**src/hdl/gsa_pkg.sv**
```systemverilog
// Shared types and constants of the generational slot allocator.
package gsa_pkg;

	localparam int SLOT_W = 10;
	localparam int GEN_W  = 32;
	localparam int CNT_W  = 11;

	localparam logic REQ_ALLOC  = 1'b0;
	localparam logic REQ_REMOVE = 1'b1;

	typedef enum logic [1:0] {
		ST_OK      = 2'd0,
		ST_FULL    = 2'd1,
		ST_NOT_OCC = 2'd2
	} gsa_status_t;

	// Commands from the controller to the datapath, one per request phase.
	typedef struct packed {
		logic accept;
		logic look;
		logic commit;
	} gsa_cmd_t;

endpackage

```
**src/hdl/gsa_ctrl.sv**
```systemverilog
// Request sequencer of the slot allocator: accept, lookup and commit phases.
module gsa_ctrl import gsa_pkg::*; (
	input  logic     clk,
	input  logic     arst_n,
	input  logic     in_valid,
	output logic     in_ready,
	output logic     out_valid,
	input  logic     out_ready,
	output gsa_cmd_t cmd
);

	typedef enum logic [2:0] {
		S_IDLE   = 3'b001,
		S_LOOK   = 3'b010,
		S_COMMIT = 3'b100
	} gsa_state_t;

	gsa_state_t state_q;
	gsa_state_t state_d;
	logic       out_valid_q;

	assign in_ready   = (state_q == S_IDLE);
	assign cmd.accept = in_valid && in_ready;
	assign cmd.look   = (state_q == S_LOOK);
	// The commit waits until the output register is free or being emptied.
	assign cmd.commit = (state_q == S_COMMIT) && (!out_valid_q || out_ready);
	assign out_valid  = out_valid_q;

	always_comb begin
		state_d = state_q;
		case (state_q)
			S_IDLE: begin
				if (cmd.accept) state_d = S_LOOK;
			end
			S_LOOK: begin
				state_d = S_COMMIT;
			end
			S_COMMIT: begin
				if (cmd.commit) state_d = S_IDLE;
			end
			default: begin
				state_d = S_IDLE;
			end
		endcase
	end

	always_ff @(posedge clk or negedge arst_n) begin
		if (!arst_n) begin
			state_q     <= S_IDLE;
			out_valid_q <= 1'b0;
		end else begin
			state_q <= state_d;
			if (cmd.commit) begin
				out_valid_q <= 1'b1;
			end else if (out_ready) begin
				out_valid_q <= 1'b0;
			end
		end
	end

	a_accept_to_look: assert property (@(posedge clk) disable iff (!arst_n)
		cmd.accept |=> state_q == S_LOOK)
		else $error("accepted request did not enter lookup");

	a_commit_fills_out: assert property (@(posedge clk) disable iff (!arst_n)
		cmd.commit |=> out_valid_q && state_q == S_IDLE)
		else $error("commit did not present a result");

	a_blocked_commit_holds: assert property (@(posedge clk) disable iff (!arst_n)
		(state_q == S_COMMIT && out_valid_q && !out_ready) |=>
		(state_q == S_COMMIT && out_valid_q))
		else $error("blocked commit did not hold");

endmodule

```
**config.mk**
```make
export PLATFORM = sky130hd
export DESIGN_NAME = gsa_ctrl
export DESIGN_NICKNAME = d
export VERILOG_FILES = /design/src/hdl/gsa_pkg.sv /design/src/hdl/gsa_ctrl.sv
export SDC_FILE = /design/constraint.sdc
export NUM_CORES = 1
export LEC_CHECK = 0
export BUFFER_PORTS_ARGS = -buffer_cell sky130_fd_sc_hd__buf_2
export CAP_MARGIN = 20
export CELL_PAD_IN_SITES_DETAIL_PLACEMENT = 1
export CELL_PAD_IN_SITES_GLOBAL_PLACEMENT = 2
export CORE_AREA = 2 2 39 41
export DETAILED_ROUTE_END_ITERATION = 16
export DIE_AREA = 0 0 41 43
export PLACE_DENSITY = 0.56
export SLEW_MARGIN = 20
export SYNTH_ARGS = -nofsm -noshare
export SYNTH_HDL_FRONTEND = slang
export SYNTH_SLANG_ARGS = --single-unit
```
**constraint.sdc**
```tcl
create_clock -name clk -period 1.4 [get_ports clk]
set_input_delay 0.35 -clock clk [delete_from_list [all_inputs] [get_ports clk]]
set_output_delay 0.35 -clock clk [all_outputs]
set_load 0.1 [all_outputs]
```
==> reports/qor.yml <==
drt:
  num_vias: 224
  drt_pass1_iterations: 4
  route.detailed.drc: 0
  antenna_left: 0
  drtIter0Drc: 1
  viasPerCell: 4.226
  routedWlPerCell_um: 12.75
  wl_um: 676
final_layout:
  insertedDiodeCount: 0
  final_common_cell: "buf_4"
  final_nets: 42
  layout_common_cells: "buf_4 (6), buf_12 (5), and4bb_2 (3), clkbuf_4 (3), buf_2 (3)"
  area_growth_pct: 106.8
  seq_area_um2: 102.6
  fillers: 160
  drive_above_1_share: 0.7838
  multi_input_area_um2: 127.6
flow_run:
  drv_cap: 0
worst_setup_path:
  cp.required_ns: 1.05
  crit_path_end_kind: "output port"
  worstPathMaxFanout: 2
  critPathMaxStageDelay_ns: 0.42
  worst_path_dominant_cell_family: "simple AND/OR/NAND/NOR gates"
  crit_chain: "or3b_4 -> a21oi_4 -> buf_12"
  setup.worst_path.start_class: "flop"
  cp_slowest_cell: "or3b_4"
  arrival_ns: 1.36
  criticalPathCategory: "reg -> out"
  worst-path-buf-inv: 1
pwr:
  ir_worst_vdd_mv: 1.021
  p_per_area_nw_per_um2: 2638
  leakage_uw: 0.0002015
  p_total_uw: 1208
timing:
  finalHoldViolCount: 0
  fin_crit_sh: 1.220
  finalWorstSetupSlack_ns: -0.3083
  max_freq_mhz: 585.4
  rsz0062_at_grt: "true"
  finalSetupTns_ns: -0.9943
  fin_skew_ns: 0.004281
  setup_viol: 4
  worst_pin_slew_ns: 0.1725
  max_slew_margin: 0.8846
  period_minus_slack_ns: 1.708
  drv_slew: 0
floorplanning:
  die_h_um: 43
  io_pins: 9
  dieArea_um2: 1763
  die_w_um: 41
  start_util: 0.1600
  coreArea_um2: 1384
  std_cell_rows: 14
logic_synthesis:
  syn_nets: 23
  netlist.area_leader.share: 0.3390
  syn_area_um2: 221.5
  synth_cell_types: 13
  syn_area_per_cell_um2: 11.66
  synthTopCellsByArea: "dfrtp_1 (34%), and4bb_2 (17%), dfstp_2 (12%), a211oi_2 (5.6%), inv_1 (5.1%)"
  yosysWarnings: 0
  ys_seq_elements: 4
  yosys.area.top_type: "dfrtp_1"
  synthCells: 19
  ys_seq_area_frac: 0.4576
run_status:
  status: "complete, but fails checks"
  failed_checks: "setup timing"
placed_design:
  buffer_ports.inserted: 8
  gp_congestion: 0.7117
  detailedPlace.worstSlack_ns: -0.06762
  place_hpwl_um: 491
cts:
  cts_tree: "built"
  clk_pin_slew_worst_paths_ns: 0.05
  cts_root_buf: "clkbuf_4"
  cts_sinks: 4
  cts_buffers: 3
  insertion_delay_ns: 0.25
  htreeDepth: 1
  cts_buffer_depth: 2
global_route:
  grt_pass1_vias: 272
  grt_use_total: 0.1039
  grt_pass1_wl_mm: 1.152
  antenna_found_initial: 0
  grt_start_max_net_pins: 7
  overflow: 0
worst_hold_path:
  min_path_type: "in -> reg"
-- cells by family (layout without fill, tap and decap cells) --
family | after synthesis | in the layout | share of synthesized area
flip-flops | 4 | 4 | 0.4576
buffers and inverters | 4 | 22 | 0.08475
AND/OR/NAND/NOR | 7 | 7 | 0.3051
AO/OA/AOI/OAI | 4 | 4 | 0.1525
-- through the flow --
step / instances / utilization / instance area (um2) / hold slack (ns)
after global placement: 45 / 0.2848 / 394.1 / 0.1577
after global routing: 53 / 0.3309 / 457.9 / 0.3345
after CTS: 52 / 0.3255 / 450.4 / 0.3367
after detailed placement: 45 / 0.2848 / 394.1 / 0.1585
after floorplan: 19 / - / 244.0 / 0.05441
final: 53 / 0.3309 / 457.9 / 0.3394
-- metal layers --
metal	vias to the layer above	wire, um	GRT usage
li1	103	-	-
met1	104	259	0.1078
met2	15	338	0.1563
met3	2	72	0.07330
met4	0	5	0.04000
met5	-	0	0
-- layout make-up --
cell class                 instances  share of cell area
tap                               16             0.04372
inverter                           3             0.02459
multi-input combinational         11              0.2787
sequential                         4              0.2240
timing repair buffer              15              0.3716
clock buffer                       4             0.05738
-- report_power, final --
group | internal (uW) | switching [uW]
Clock | 108 | 62.9
Sequential | 165 | 39.6
Combinational | 337 | 496
-- synthesized netlist by cell type, drive strengths merged --
| master | count |
|---|---|
| a21oi | 1 |
| dfstp | 1 |
| nor3b | 1 |
| o21a | 1 |
| nor3 | 1 |
| or3b | 1 |
| inv | 3 |
| and4bb | 3 |
| a211oi | 1 |
| buf | 1 |
| and2b | 1 |
| o21ai | 1 |
| dfrtp | 3 |
-- flip-flops by register name (all words and copies together) (netlist names) --
| name | flops |
|---|---|
| out_valid | 1 |
| state_q | 3 |
-- worst paths after layout --
check                                         endpoint                   start  cells past startpoint  slack [ns]
min in group asynchronous       state_q[2]$_DFFE_PN0P_                  arst_n                      2        0.44
worst max-delay path                            cmd[0]  state_q[1]$_DFFE_PN0P_                      3       -0.31
worst max register to register  state_q[0]$_DFFE_PN1P_  state_q[0]$_DFFE_PN1P_                      5        0.18
worst min register to register  state_q[0]$_DFFE_PN1P_  state_q[0]$_DFFE_PN1P_                      2        0.55
max in group asynchronous       state_q[0]$_DFFE_PN1P_                  arst_n                      2        0.75
worst min-delay path             out_valid$_DFFE_PN0P_               out_ready                      2        0.34
-- what timing repair did --
item	4_1_cts	5_1_grt
resized for setup	1	1
pin swaps	2	0
hold endpoints to repair	3	0
hold buffers	1	0
buffers inserted	2	1
setup endpoints to repair	4	4
Power figures use the tool's default switching activity.
